File: config.mk
export PLATFORM = sky130hd
export DESIGN_NAME = rac_fifo
export DESIGN_NICKNAME = d
export VERILOG_FILES = /design/src/rac_pkg.sv /design/src/rac_fifo.sv
export SDC_FILE = /design/constraint.sdc
export NUM_CORES = 1
export LEC_CHECK = 0
export BUFFER_PORTS_ARGS = -buffer_cell sky130_fd_sc_hd__buf_2
export CORE_ASPECT_RATIO = 2
export CORE_MARGIN = 10
export CORE_UTILIZATION = 26
export DETAILED_ROUTE_END_ITERATION = 10
export GPL_ROUTABILITY_DRIVEN = 1
export HOLD_SLACK_MARGIN = 0.06
export PLACE_DENSITY = 0.42
export SLEW_MARGIN = 20
export SYNTH_ARGS = -nofsm -noshare
export SYNTH_HDL_FRONTEND = slang
export SYNTH_SLANG_ARGS = --single-unit
File: constraint.sdc
create_clock -name clock -period 4.8 [get_ports clock]
set_input_delay 0.96 -clock clock [delete_from_list [all_inputs] [get_ports clock]]
set_output_delay 0.96 -clock clock [all_outputs]
set_load 0.01 [all_outputs]
File: src/rac_pkg.sv
// Shared types and constants for the residual autocorrelation monitor.
// No dependencies; imported by every module of the block except rac_div.
`timescale 1ns / 1ps
`default_nettype none
package rac_pkg;

   // register indexes on the csr channel
   localparam logic [2:0] CSR_WINDOW    = 3'd0;
   localparam logic [2:0] CSR_MIN_FILL  = 3'd1;
   localparam logic [2:0] CSR_ADAPT     = 3'd2;
   localparam logic [2:0] CSR_STAT_LOW  = 3'd3;
   localparam logic [2:0] CSR_STAT_HIGH = 3'd4;

   localparam logic [6:0]  WINDOW_RST    = 7'd32;
   localparam logic [6:0]  MIN_FILL_RST  = 7'd10;
   localparam logic [15:0] ADAPT_RST     = 16'd655;
   localparam logic [14:0] STAT_LOW_RST  = 15'd6144;
   localparam logic [14:0] STAT_HIGH_RST = 15'd10240;

   // Durbin-Watson 2.0 and 4.0 in unsigned Q3.12
   localparam logic [14:0] DW_TWO  = 15'd8192;
   localparam logic [14:0] DW_FOUR = 15'd16384;

   typedef struct packed {
      logic [6:0]  window_size;
      logic [6:0]  min_fill;
      logic [15:0] adapt_rate;
      logic [14:0] stat_low;
      logic [14:0] stat_high;
   } cfg_type;

   typedef struct packed {
      logic signed [31:0] sample;
      logic               seed;
      logic [31:0]        count;
   } item_type;

endpackage
`default_nettype wire

File: src/rac_fifo.sv
// Two-entry queue between the front end and the compute back end.
// Depends on rac_pkg.
`timescale 1ns / 1ps
`default_nettype none
module rac_fifo
   import rac_pkg::*;
(
   input  wire logic     clock,
   input  wire logic     reset,
   input  wire logic     push,
   input  wire item_type push_item,
   output logic          full,
   output logic          nonempty,
   input  wire logic     pop,
   output item_type      head_item
);

   item_type   slot_ff [2];
   logic       wr_ptr_ff, rd_ptr_ff;
   logic [1:0] used_ff, used_in;

   assign full      = (used_ff == 2'd2);
   assign nonempty  = (used_ff != 2'd0);
   assign head_item = slot_ff[rd_ptr_ff];

   always_comb begin
      used_in = used_ff;
      if (push && !pop) begin
         used_in = used_ff + 2'd1;
      end else if (pop && !push) begin
         used_in = used_ff - 2'd1;
      end
   end

   always_ff @(posedge clock) begin
      if (push) begin
         slot_ff[wr_ptr_ff] <= push_item;
      end
   end

   always_ff @(posedge clock) begin
      if (reset) begin
         wr_ptr_ff <= 1'b0;
         rd_ptr_ff <= 1'b0;
         used_ff   <= '0;
      end else begin
         used_ff <= used_in;
         if (push) begin
            wr_ptr_ff <= ~wr_ptr_ff;
         end
         if (pop) begin
            rd_ptr_ff <= ~rd_ptr_ff;
         end
      end
   end

endmodule
`default_nettype wire

==> out/metrics.csv <==
metric,value,unit
die_x,117,um
dp.cells,609,
synthArstFlopShare,0,%
fin_nets,443,
cts_root_buffer,clkbuf_16,
via_per_inst,3.94,
initial_core_util,26.2,%
grt_pass1_wl,17000,um
finalInstanceArea,0.00646,mm^2
final.min_clock_period,2950,ps
yosysSeqAreaShare,81.5,%
routabilityCongestion,0.663,
drc,0,
cts_num_sinks,135,
cts_setup_buffers,0,
holdWs,508,ps
yosysTopAreaCellShare,79.4,%
synth_cell_types,18,
post_drt_wl_per_cell,17.5,um
fp.coreArea,0.0187,mm^2
drt_first_pass_iters,4,
clk_pin_slew,60,ps
tightest_slew,949,ps
rows,71,
io_buffers,135,
io_pins,136,
grt_max_degree,66,
worstPathMaxFanout,65,
finalClockSkew,10.0,ps
grt_use_total,9.37,%
slew_viol_final,0,
peakVddDrop,0.000204,V
drive_above_1_share,60.9,%
synth_area_leader_cell,edfxtp_1,
outcome,finished clean,
dr.first_iter.drc_count,78,
fp.dieH,214,um
synth_area,0.00491,mm^2
relSlewSlack,36.7,%
synth_area_leaders,"edfxtp_1 79%, mux2_2 15%, dfxtp_1 2.0%",
leakage,0.00239,uW
cts_hold_buf,0,
die_area,0.0251,mm^2
grt_antenna_before_repair,3,
fin_crit_sh,61.4,%
required,3840,ps
finalNonFillerCells,643,
rsz0062_at_grt,no,
clock_latency,410,ps
fmax,340,MHz
setup_viol,0,
syn_inst,224,
yosys_warnings,0,
grt_overflow,0,
cts_tree,done,
grt_pass1_vias,2931,
place_hpwl,7780,um
cap_violations,0,
power_density,459,mW/mm^2
vias,2533,
synthesis.area_per_instance,21.9,um^2
cts_buffers,17,
hold_viol_final,0,
ys_seq_elements,135,
syn_to_final_growth,31.5,%
fin_tns_setup,0,ps
yosysMostFrequentCell,edfxtp_1,
ant_nets,0,
htreeDepth,4,
post_cts_resize_count,0,
crit_path_start_kind,register,
cts_buffer_depth,2,
synth_ff_type,edfxtp_1,
synth.net_count,294,
arrival,1990,ps
worstHoldPathType,register to register,
drt-total-wl,11200,um
cp-end-kind,primary output,
synthTopCellsByCount,"130 x edfxtp_1, 65 x mux2_2, 5 x buf_6, 5 x dfxtp_1, 4 x nor2_1",
synth-edff-count,130,
placedInstanceArea,0.00587,mm^2
path_class,register to primary output,
metal layers:
metal | vias up | global-route usage [%] | wire length [um]
li1 | 1186 | - | -
met1 | 1255 | 8.20 | 3680
met2 | 74 | 17.3 | 6600
met3 | 16 | 3.39 | 597
met4 | 2 | 5.39 | 342
met5 | - | 0 | 11
critical path, stage by stage, from the launching register on:
cell and delay, ps:
dfxtp_4 950, mux2_2 440, buf_2 150
sequential cells by signal, indices dropped and copies added (netlist names), named ones only:
name	cells
rd_ptr_ff	1
used_ff	2
slot_ff	130
wr_ptr_ff	1
worst paths after layout:
check | startpoint | to | slack (ps) | cells past startpoint
setup reg to reg | wr_ptr_ff | slot_ff[0][43] | 3030 | 2
hold reg to reg | used_ff[1] | used_ff[1] | 510 | 2
setup / recovery | register | head_item[44] | 1850 | 2
hold / removal | used_ff[1] | used_ff[1] | 510 | 2
area by class of cell:
cell class	instances	area (um^2)
fillers	1839	12300
clock inverters	13	156
multi-input cells	81	848
clock buffers	19	433
repair buffers	137	691
well taps	255	319
diodes	2	5.00
flip-flops and latches	135	4010
inverters	1	3.75
report_power, final:
part / internal, uW / total (uW) / switching [uW]
clock network: 812 / 1280 / 472
registers: 1370 / 1410 / 38.9
logic: 131 / 266 / 135
total: 2320 / 2960 / 646
cells in the final DEF, fill, tap and decap left out:
cell / instances
ha_1: 1
clkbuf_16: 17
inv_1: 1
xor2_1: 2
buf_2: 135
or3_1: 1
clkinv_4: 3
clkinv_2: 2
buf_4: 2
mux2_2: 65
a21oi_1: 1
nor2b_4: 1
clkbuf_1: 2
xnor2_1: 2
clkinv_1: 2
clkinvlp_4: 3
bufinv_16: 3
edfxtp_1: 130
and2b_2: 1
or2_2: 1
dfxtp_1: 4
nor2_1: 4
and2_4: 1
o21ai_0: 1
diode_2: 2
dfxtp_4: 1
through the flow:
stage          util, %  worst slack [ps]  power (uW)
6_report          34.5              1850        2960
3_3_place_gp      31.3              2180        1720
5_1_grt           34.5              1690        3090
4_1_cts           34.5              1740        3030
3_5_place_dp      31.3              2190        1720
2_1_floorplan        -               487        1580
kinds of logic (layout without fill, tap and decap cells):
| logic type | Yosys count | in the layout | share of synthesized area (%) |
|---|---|---|---|
| DFF | 135 | 135 | 81.5 |
| xor gates and xnor gates | 4 | 4 | 0.713 |
| buffers and inverters | 8 | 170 | 1.48 |
| adders and majority gates | 1 | 1 | 0.255 |
| AOI/OAI and AO/OA | 2 | 2 | 0.203 |
| and+or+nand+nor | 9 | 9 | 0.993 |
| muxes | 65 | 65 | 14.9 |
| other | 0 | 2 | 0 |
Power figures use the tool's default switching activity.
