### src/rac_pkg.sv
// Shared types and constants for the residual autocorrelation monitor.
// No dependencies; imported by every module of the block except rac_div.
`timescale 1ns / 1ps
`default_nettype none
package rac_pkg;

   // register indexes on the csr channel
   localparam logic [2:0] CSR_WINDOW    = 3'd0;
   localparam logic [2:0] CSR_MIN_FILL  = 3'd1;
   localparam logic [2:0] CSR_ADAPT     = 3'd2;
   localparam logic [2:0] CSR_STAT_LOW  = 3'd3;
   localparam logic [2:0] CSR_STAT_HIGH = 3'd4;

   localparam logic [6:0]  WINDOW_RST    = 7'd32;
   localparam logic [6:0]  MIN_FILL_RST  = 7'd10;
   localparam logic [15:0] ADAPT_RST     = 16'd655;
   localparam logic [14:0] STAT_LOW_RST  = 15'd6144;
   localparam logic [14:0] STAT_HIGH_RST = 15'd10240;

   // Durbin-Watson 2.0 and 4.0 in unsigned Q3.12
   localparam logic [14:0] DW_TWO  = 15'd8192;
   localparam logic [14:0] DW_FOUR = 15'd16384;

   typedef struct packed {
      logic [6:0]  window_size;
      logic [6:0]  min_fill;
      logic [15:0] adapt_rate;
      logic [14:0] stat_low;
      logic [14:0] stat_high;
   } cfg_type;

   typedef struct packed {
      logic signed [31:0] sample;
      logic               seed;
      logic [31:0]        count;
   } item_type;

endpackage
`default_nettype wire

### src/rac_front.sv
// Front end: accepts samples, tags the seeding transaction and numbers each one.
// Depends on rac_pkg.
`timescale 1ns / 1ps
`default_nettype none
module rac_front
   import rac_pkg::*;
(
   input  wire logic               clock,
   input  wire logic               reset,
   input  wire logic               req_valid,
   output logic                    req_stall,
   input  wire logic signed [31:0] req_sample,
   input  wire logic               q_full,
   output logic                    q_push,
   output item_type                q_item
);

   logic        seeded_ff, seeded_in;
   logic [31:0] count_ff, count_in;

   assign req_stall = q_full;
   assign q_push    = req_valid & ~q_full;
   assign count_in  = count_ff + 32'd1;
   assign seeded_in = seeded_ff | q_push;

   always_comb begin
      q_item.sample = req_sample;
      q_item.seed   = ~seeded_ff;
      q_item.count  = count_in;
   end

   always_ff @(posedge clock) begin
      if (reset) begin
         seeded_ff <= 1'b0;
         count_ff  <= '0;
      end else begin
         seeded_ff <= seeded_in;
         if (q_push) begin
            count_ff <= count_in;
         end
      end
   end

endmodule
`default_nettype wire

### config.mk
export PLATFORM = sky130hd
export DESIGN_NAME = rac_front
export DESIGN_NICKNAME = d
export VERILOG_FILES = /design/src/rac_pkg.sv /design/src/rac_front.sv
export SDC_FILE = /design/constraint.sdc
export NUM_CORES = 1
export LEC_CHECK = 0
export BUFFER_PORTS_ARGS = -buffer_cell sky130_fd_sc_hd__buf_2
export CORE_MARGIN = 10
export CORE_UTILIZATION = 44
export DETAILED_ROUTE_END_ITERATION = 7
export PLACE_DENSITY = 0.85
export SETUP_SLACK_MARGIN = 0.5
export SYNTH_ARGS = -nofsm -noshare
export SYNTH_HDL_FRONTEND = slang
export SYNTH_SLANG_ARGS = --single-unit
### constraint.sdc
create_clock -name clock -period 1.9 [get_ports clock]
set_clock_uncertainty 0.1 [all_clocks]
set_input_delay 0.095 -clock clock [delete_from_list [all_inputs] [get_ports clock]]
set_output_delay 0.095 -clock clock [all_outputs]
set_load 0.02 [all_outputs]
==> flow_summary.yaml, run 1 <==
status:
  status: "complete, but fails checks"
  violations: "setup timing"
power_and_ir_drop:
  max-vdd-ir-drop_v: 0.0003330
  powerDensity_nw_per_um2: 295.7
  p_comb_share_pct: 6.9
  p_sw_share_pct: 24.42
  power_frac_seq_pct: 46.8
  p_int_w: 0.001106
  switchingPower_w: 0.0003574
  power_frac_clock_pct: 46.3
  p_leak_nw: 2.294
synth:
  syn-num-nets: 347
  synthesis.area_sq_um: 2485
  synth_top_area_cell: "dfxtp_1"
  async_flop_share_pct: 0
  synthFlopType: "dfxtp_1"
  netlist.area_leader.share_pct: 26.59
  synth_edf_count: 0
  ys_top_cells_by_area: "dfxtp_1 27%, buf_4 11%, xnor2_1 7.8%"
  ys_seq_elements: 33
  avgSynthCellArea_sq_um: 8.016
  synth.distinct_cells: 36
  syn_inst: 310
  yosysSeqAreaShare_pct: 26.59
  yosys_warnings: 0
clock_tree:
  clock_path_buffers: 2
  insertion_delay_ns: 0.30
  ctsHoldBuffers: 0
  cts_buffers: 5
  clk_pin_slew_ns: 0.08
  h-tree-depth: 2
  cts_tree: "yes"
  clockRootBuffer: "clkbuf_8"
  cts_sinks: 33
sta:
  slew_headroom_pct: 47.31
  layout_min_cycle_time_ns: 2.439
  finalCritPeriodShare_pct: 128.4
  setup_ws_ns: -0.5387
  max_clock_freq_mhz: 410.0
  maxSlewViolCount: 0
  worst_slew_pin_slew_ns: 0.7903
  rsz0062_at_grt: "yes"
  finalHoldViolCount: 0
  tns_ns: -11.95
  finalSetupViolCount: 49
drt:
  met3_length_um: 1355
  topRoutingLayerUsed: "met4"
  first_pass_iters: 5
  wl_met2_um: 6751
  vias_per_cell: 6.469
  met1Wirelength_um: 4994
  wl_um: 14080
  postRouteAntennaNets: 0
  vias: 3377
  drcViolationCount: 0
  drt-initial-drc-count: 399
  post_drt_wl_per_cell_um: 26.98
setup_path:
  cp.depth: 7
  cp-start-kind: "flip-flop"
  slowest_delay_ns: 0.68
  crit_top_cell: "buf_4"
  rrSetupSlack_ns: -0.54
  r2r-start: "count_ff[8]"
  ff2ff_path_depth: 7
  required_ns: 2.01
  reg2reg_to: "count_ff[20]"
  worst_path_dominant_cell_family: "simple AND/OR/NAND/NOR gates"
  crit_slowest_cell: "or4_4"
  crit_path_end_kind: "flip-flop"
  critPathMaxFanout: 6
  crit_path_start: "count_ff[8]"
  critPathKind: "flip-flop to flip-flop"
  cp_num_buf_inv: 3
  endpoint: "count_ff[20]"
  critical_path_arrival_ns: 2.55
  crit_chain: "buf_6 > nand4_1 > or4_4 > buf_4 > buf_4 > or4_1 > a21oi_1"
worst_hold_path:
  hold_path.class: "input port to primary output"
global_routing:
  grt-ovfl-total: 0
  grt_pass1_wl_um: 16420
  first_global_vias: 3113
  antenna_found_initial: 0
  grt_util_all_layers_pct: 23.10
  grt_max_degree: 31
floorplan:
  pin_count: 103
  coreArea_sq_um: 5507
  die_y_um: 95.15
  row_count: 27
  die_w_um: 95.15
  start_util_pct: 45.13
  dieArea_sq_um: 9054
layout:
  drive_gt1_share_pct: 78.22
  n_antenna_cell: 0
  fin_nets: 486
  area_growth_pct: 99.19
place:
  routabilityCongestion: 0.8752
  place.port_buffers: 38
  dp_slack_ns: -0.1090
  dp_hpwl_um: 5896
job:
  maxCapViolCount: 0
[timing repair]
action | in CTS | in global routing
pin swaps | 60 | 58
endpoints found under the setup margin | 58 | 60
cloned | 2 | 0
buffers inserted | 37 | 30
gates resized for setup | 152 | 95
[metal layers]
metal  global-route usage (%)  vias up
li1                         -     1349
met1                    23.39     1605
met2                    41.76      306
met3                    5.342      117
met4                    14.71        0
met5                        0        -
[per-stage QoR]
step	cells	utilization [%]	hold slack [ns]	area [sq um]	power [W]
floorplan	310	-	0.2026	2930	0.0008601
global placement	445	60.46	0.09014	3329	0.0007779
detailed placement	445	60.46	0.09014	3329	0.0007796
CTS	492	78.64	0.09014	4330	0.001435
global route	522	89.89	0.09003	4950	0.001486
finish	522	89.89	0.09001	4950	0.001464
[cell usage after synthesis, drive strengths merged, types with 3 or more instances]
cell,number
buf,40
dfxtp,33
a21oi,22
xnor2,22
nor2,20
nand4,19
nand2,18
clkbuf,17
or4,14
xor2,14
nand3,13
or3,13
nor3,9
o21ai,9
o31ai,8
nor4,7
inv,6
and4,5
mux2,5
nor2b,5
and3,3
[power groups by stage]
stage / Sequential (W) / Combinational (W) / Clock (W)
2_1_floorplan: 0.000713 / 0.000148 / 0
3_3_place_gp: 0.000711 / 0.0000665 / 0
3_5_place_dp: 0.000712 / 0.0000681 / 0
4_1_cts: 0.000691 / 0.0000792 / 0.000665
5_1_grt: 0.000684 / 0.000106 / 0.000696
6_report: 0.000685 / 0.000102 / 0.000678
[area by class of cell]
type | count | area, sq um
multi-input cells | 214 | 2263
repair buffers | 189 | 1739
flip-flops and latches | 33 | 721.9
fillers | 198 | 556.8
well taps | 72 | 90.09
clock buffers | 6 | 72.57
clock inverters | 2 | 33.78
inverters | 6 | 28.78
[sequential cells by signal, indices dropped and copies added, names as in the netlist]
name and flops:
seeded_ff 1, count_ff 32
[kinds of logic after synthesis]
logic type	count (synthesis)	share of synthesized area, %
xor+xnor	36	12.69
mux	5	2.266
compound gates	41	9.366
simple gates	131	30.26
flops	33	26.59
fa+ha+maj	1	0.5034
buf+inv	63	18.33
[worst min path at each step]
| stage | end | cells after the start | startpoint | slack (ns) |
|---|---|---|---|---|
| after floorplan | q_item[33] | 1 | req_sample[0] | 0.20 |
| after global placement | q_item[37] | 0 | req_sample[4] | 0.09 |
| after detailed placement | q_item[37] | 0 | req_sample[4] | 0.09 |
| after CTS | q_item[37] | 0 | req_sample[4] | 0.09 |
| after global routing | q_item[33] | 0 | req_sample[0] | 0.09 |
| final | q_item[33] | 0 | req_sample[0] | 0.09 |
[layout by cell type, fill, tap and decap left out, types with 3 or more instances in the layout]
cell type	n
o31ai_1	5
clkbuf_8	5
nand2_1	9
xnor2_4	7
nor2_1	13
inv_1	4
mux2_4	5
nand2_4	5
xor2_1	5
or3_4	8
nand3_2	6
nor3_4	7
nand3_4	5
nor2b_1	5
buf_4	98
o31ai_2	3
nor4_4	7
dfxtp_4	10
buf_2	8
or3_1	5
nand4_1	17
dfxtp_2	19
a21oi_2	13
o21ai_0	9
a21oi_1	9
xnor2_1	3
buf_6	80
nand2_2	4
and4_4	4
xor2_2	9
nor2_4	5
dfxtp_1	4
or4_4	12
xnor2_2	12
No activity file was read; power rests on OpenSTA's default activity.
==> inputs of run 2 (changes only) <==
- CORE_MARGIN: 10 -> 4
==> run 2 against run 1 <==
  * First-iteration DRC count rose by 1.5%
  * Clock power fell by 11%
  * Routed wire length fell by 2.8%
  * Final area fell by 2.7%
  * Die area fell by 24%
  * Register-to-register slack improved by 0.06 ns
  * Sequential power barely moved
  * The run still ends with setup timing left
  * Critical path depth fell by 2
  * Combinational power fell by 17%
  * Global-route usage rose by 7.1 points
  * Count of clock-buffer cells in the layout rose by 2
  * Via count rose by 0.12%
  * Critical endpoint is now q_item[29]
  * Critical path type is now flip-flop to primary output
==> flow_summary.yaml, run 2 (same netlist as run 1, synthesis figures left out) <==
status:
  status: "complete, but fails checks"
  violations: "setup timing"
drt:
  drt-initial-drc-count: 405
  vias_per_cell: 6.514
  first_pass_iters: 5
  vias: 3381
  post_drt_wl_per_cell_um: 26.37
  drcViolationCount: 0
  wl_um: 13690
  postRouteAntennaNets: 0
worst_hold_path:
  hold_path.class: "input port to primary output"
  hp-start: "req_sample[0]"
  hold_depth: 0
  min_to: "q_item[33]"
setup_path:
  cp-start-kind: "flip-flop"
  ff2ff_path_depth: 8
  r2r-start: "count_ff[13]"
  critPathKind: "flip-flop to primary output"
  reg2reg_to: "count_ff[20]"
  crit_slowest_cell: "or4_4"
  rrSetupSlack_ns: -0.48
  slowest_delay_ns: 0.59
  critical_path_arrival_ns: 2.20
  crit_path_end_kind: "primary output"
  crit_chain: "nand4_1 > or4_4 > or3_4 > xnor2_4 > buf_6"
  required_ns: 1.70
  critPathMaxFanout: 5
clock_tree:
  cts_buffers: 5
  cts_tree: "yes"
  cts_sinks: 33
  clock_path_buffers: 2
  clockRootBuffer: "clkbuf_8"
  clk_pin_slew_ns: 0.08
  h-tree-depth: 2
  ctsHoldBuffers: 0
  insertion_delay_ns: 0.31
layout:
  most-common-layout-cells: "108 x buf_4, 66 x buf_6, 18 x dfxtp_2, 17 x nand4_1, 15 x a21oi_2"
  drive_gt1_share_pct: 75.84
  area_growth_pct: 93.76
  n_antenna_cell: 0
  largest_reg_flops: 32
  fin_nets: 483
  regMostFlops: "count_ff"
  final_common_cell: "buf_4"
  largestRegisters: "count_ff: 32 flops, seeded_ff: 1 flops"
place:
  dp_hpwl_um: 5397
  place.port_buffers: 38
  routabilityCongestion: 0.9067
  dp_slack_ns: -0.1336
global_routing:
  grt_max_degree: 24
  grt_pass1_wl_um: 16670
  grtUsageMet1_pct: 30.94
  grt-ovfl-total: 0
  busiest_layer: "met2"
  first_global_vias: 3227
  grt_util_all_layers_pct: 30.18
  grt_util_met3_pct: 8.433
  antenna_found_initial: 0
  use_met2_pct: 52.48
sta:
  worst_slew_pin_slew_ns: 0.6483
  setup_ws_ns: -0.4973
  whs_ns: 0.09001
  rsz0062_at_grt: "yes"
  max_clock_freq_mhz: 417.1
  slew_headroom_pct: 56.78
  layout_min_cycle_time_ns: 2.397
  finalSetupViolCount: 47
  finalCritPeriodShare_pct: 126.2
  maxSlewViolCount: 0
  finalHoldViolCount: 0
power_and_ir_drop:
  p_leak_nw: 2.174
  max-vdd-ir-drop_v: 0.0004487
  power_w: 0.001371
  powerDensity_nw_per_um2: 284.8
floorplan:
  row_count: 27
  die_w_um: 83.15
  dieArea_sq_um: 6914
  die_y_um: 83.15
  pin_count: 103
  start_util_pct: 45.13
  coreArea_sq_um: 5507
job:
  maxCapViolCount: 0
-- run 2: cell count changes in the layout (fill, tap and decap cells not counted), moves of 3 or more --
cell	change
nand3_1	+3
nand2_1	+5
buf_6	-14
nand3_2	-5
buf_4	+10
nand2_4	-4
-- run 2: cell type report --
type / count / area (sq um)
Sequential cell: 33 / 720.7
Fill cell: 231 / 691.9
Inverter: 6 / 26.28
Tap cell: 72 / 90.09
Multi-Input combinational cell: 214 / 2221
Clock buffer: 8 / 90.09
Timing Repair Buffer: 186 / 1667
-- run 2: metrics by stage --
step           std cells  util, %  setup TNS (ns)  area [sq um]
6_report             519    87.43          -12.13          4815
5_1_grt              519    87.43          -13.52          4815
4_1_cts              493    78.96          -5.618          4348
3_5_place_dp         443    60.19         -0.6819          3314
3_3_place_gp         443    60.19         -0.2023          3314
2_1_floorplan        310        -         -0.1579          2930
-- run 2: critical path, delay by kind of cell, from the launching register on --
family	cells	cell delay, ns
buffers and inverters	1	0.14
flip-flops	1	0.39
XOR/XNOR	1	0.15
AND/OR/NAND/NOR	3	1.21
-- run 2: how the worst max path moves through the flow --
stage / from / endpoint / slack, ns / cells after the start
3_3_place_gp: count_ff[1] / q_item[26] / -0.11 / 7
5_1_grt: count_ff[16] / q_item[29] / -0.53 / 5
3_5_place_dp: count_ff[1] / q_item[26] / -0.13 / 7
4_1_cts: count_ff[19] / q_item[29] / -0.35 / 5
2_1_floorplan: count_ff[1] / count_ff[24] / -0.09 / 6
6_report: count_ff[16] / q_item[29] / -0.50 / 5
-- run 2: power breakdown --
part | internal (W) | leakage (nW) | switching [W]
sequential | 0.000681 | 0.283 | 0.00000272
combinational | 0.0000247 | 1.84 | 0.0000595
clock | 0.000296 | 0.0455 | 0.000307
-- run 2: per-layer routing --
metal	up-vias	wire length (um)
li1	1336	-
met1	1597	4565
met2	323	6342
met3	125	1604
met4	0	1176
met5	-	0
-- run 2: repair_timing --
item / 4_1_cts / 5_1_grt
resized for setup: 147 / 72
pin swaps: 55 / 47
cloned: 1 / 0
endpoints found under the setup margin: 58 / 59
buffers inserted: 41 / 26
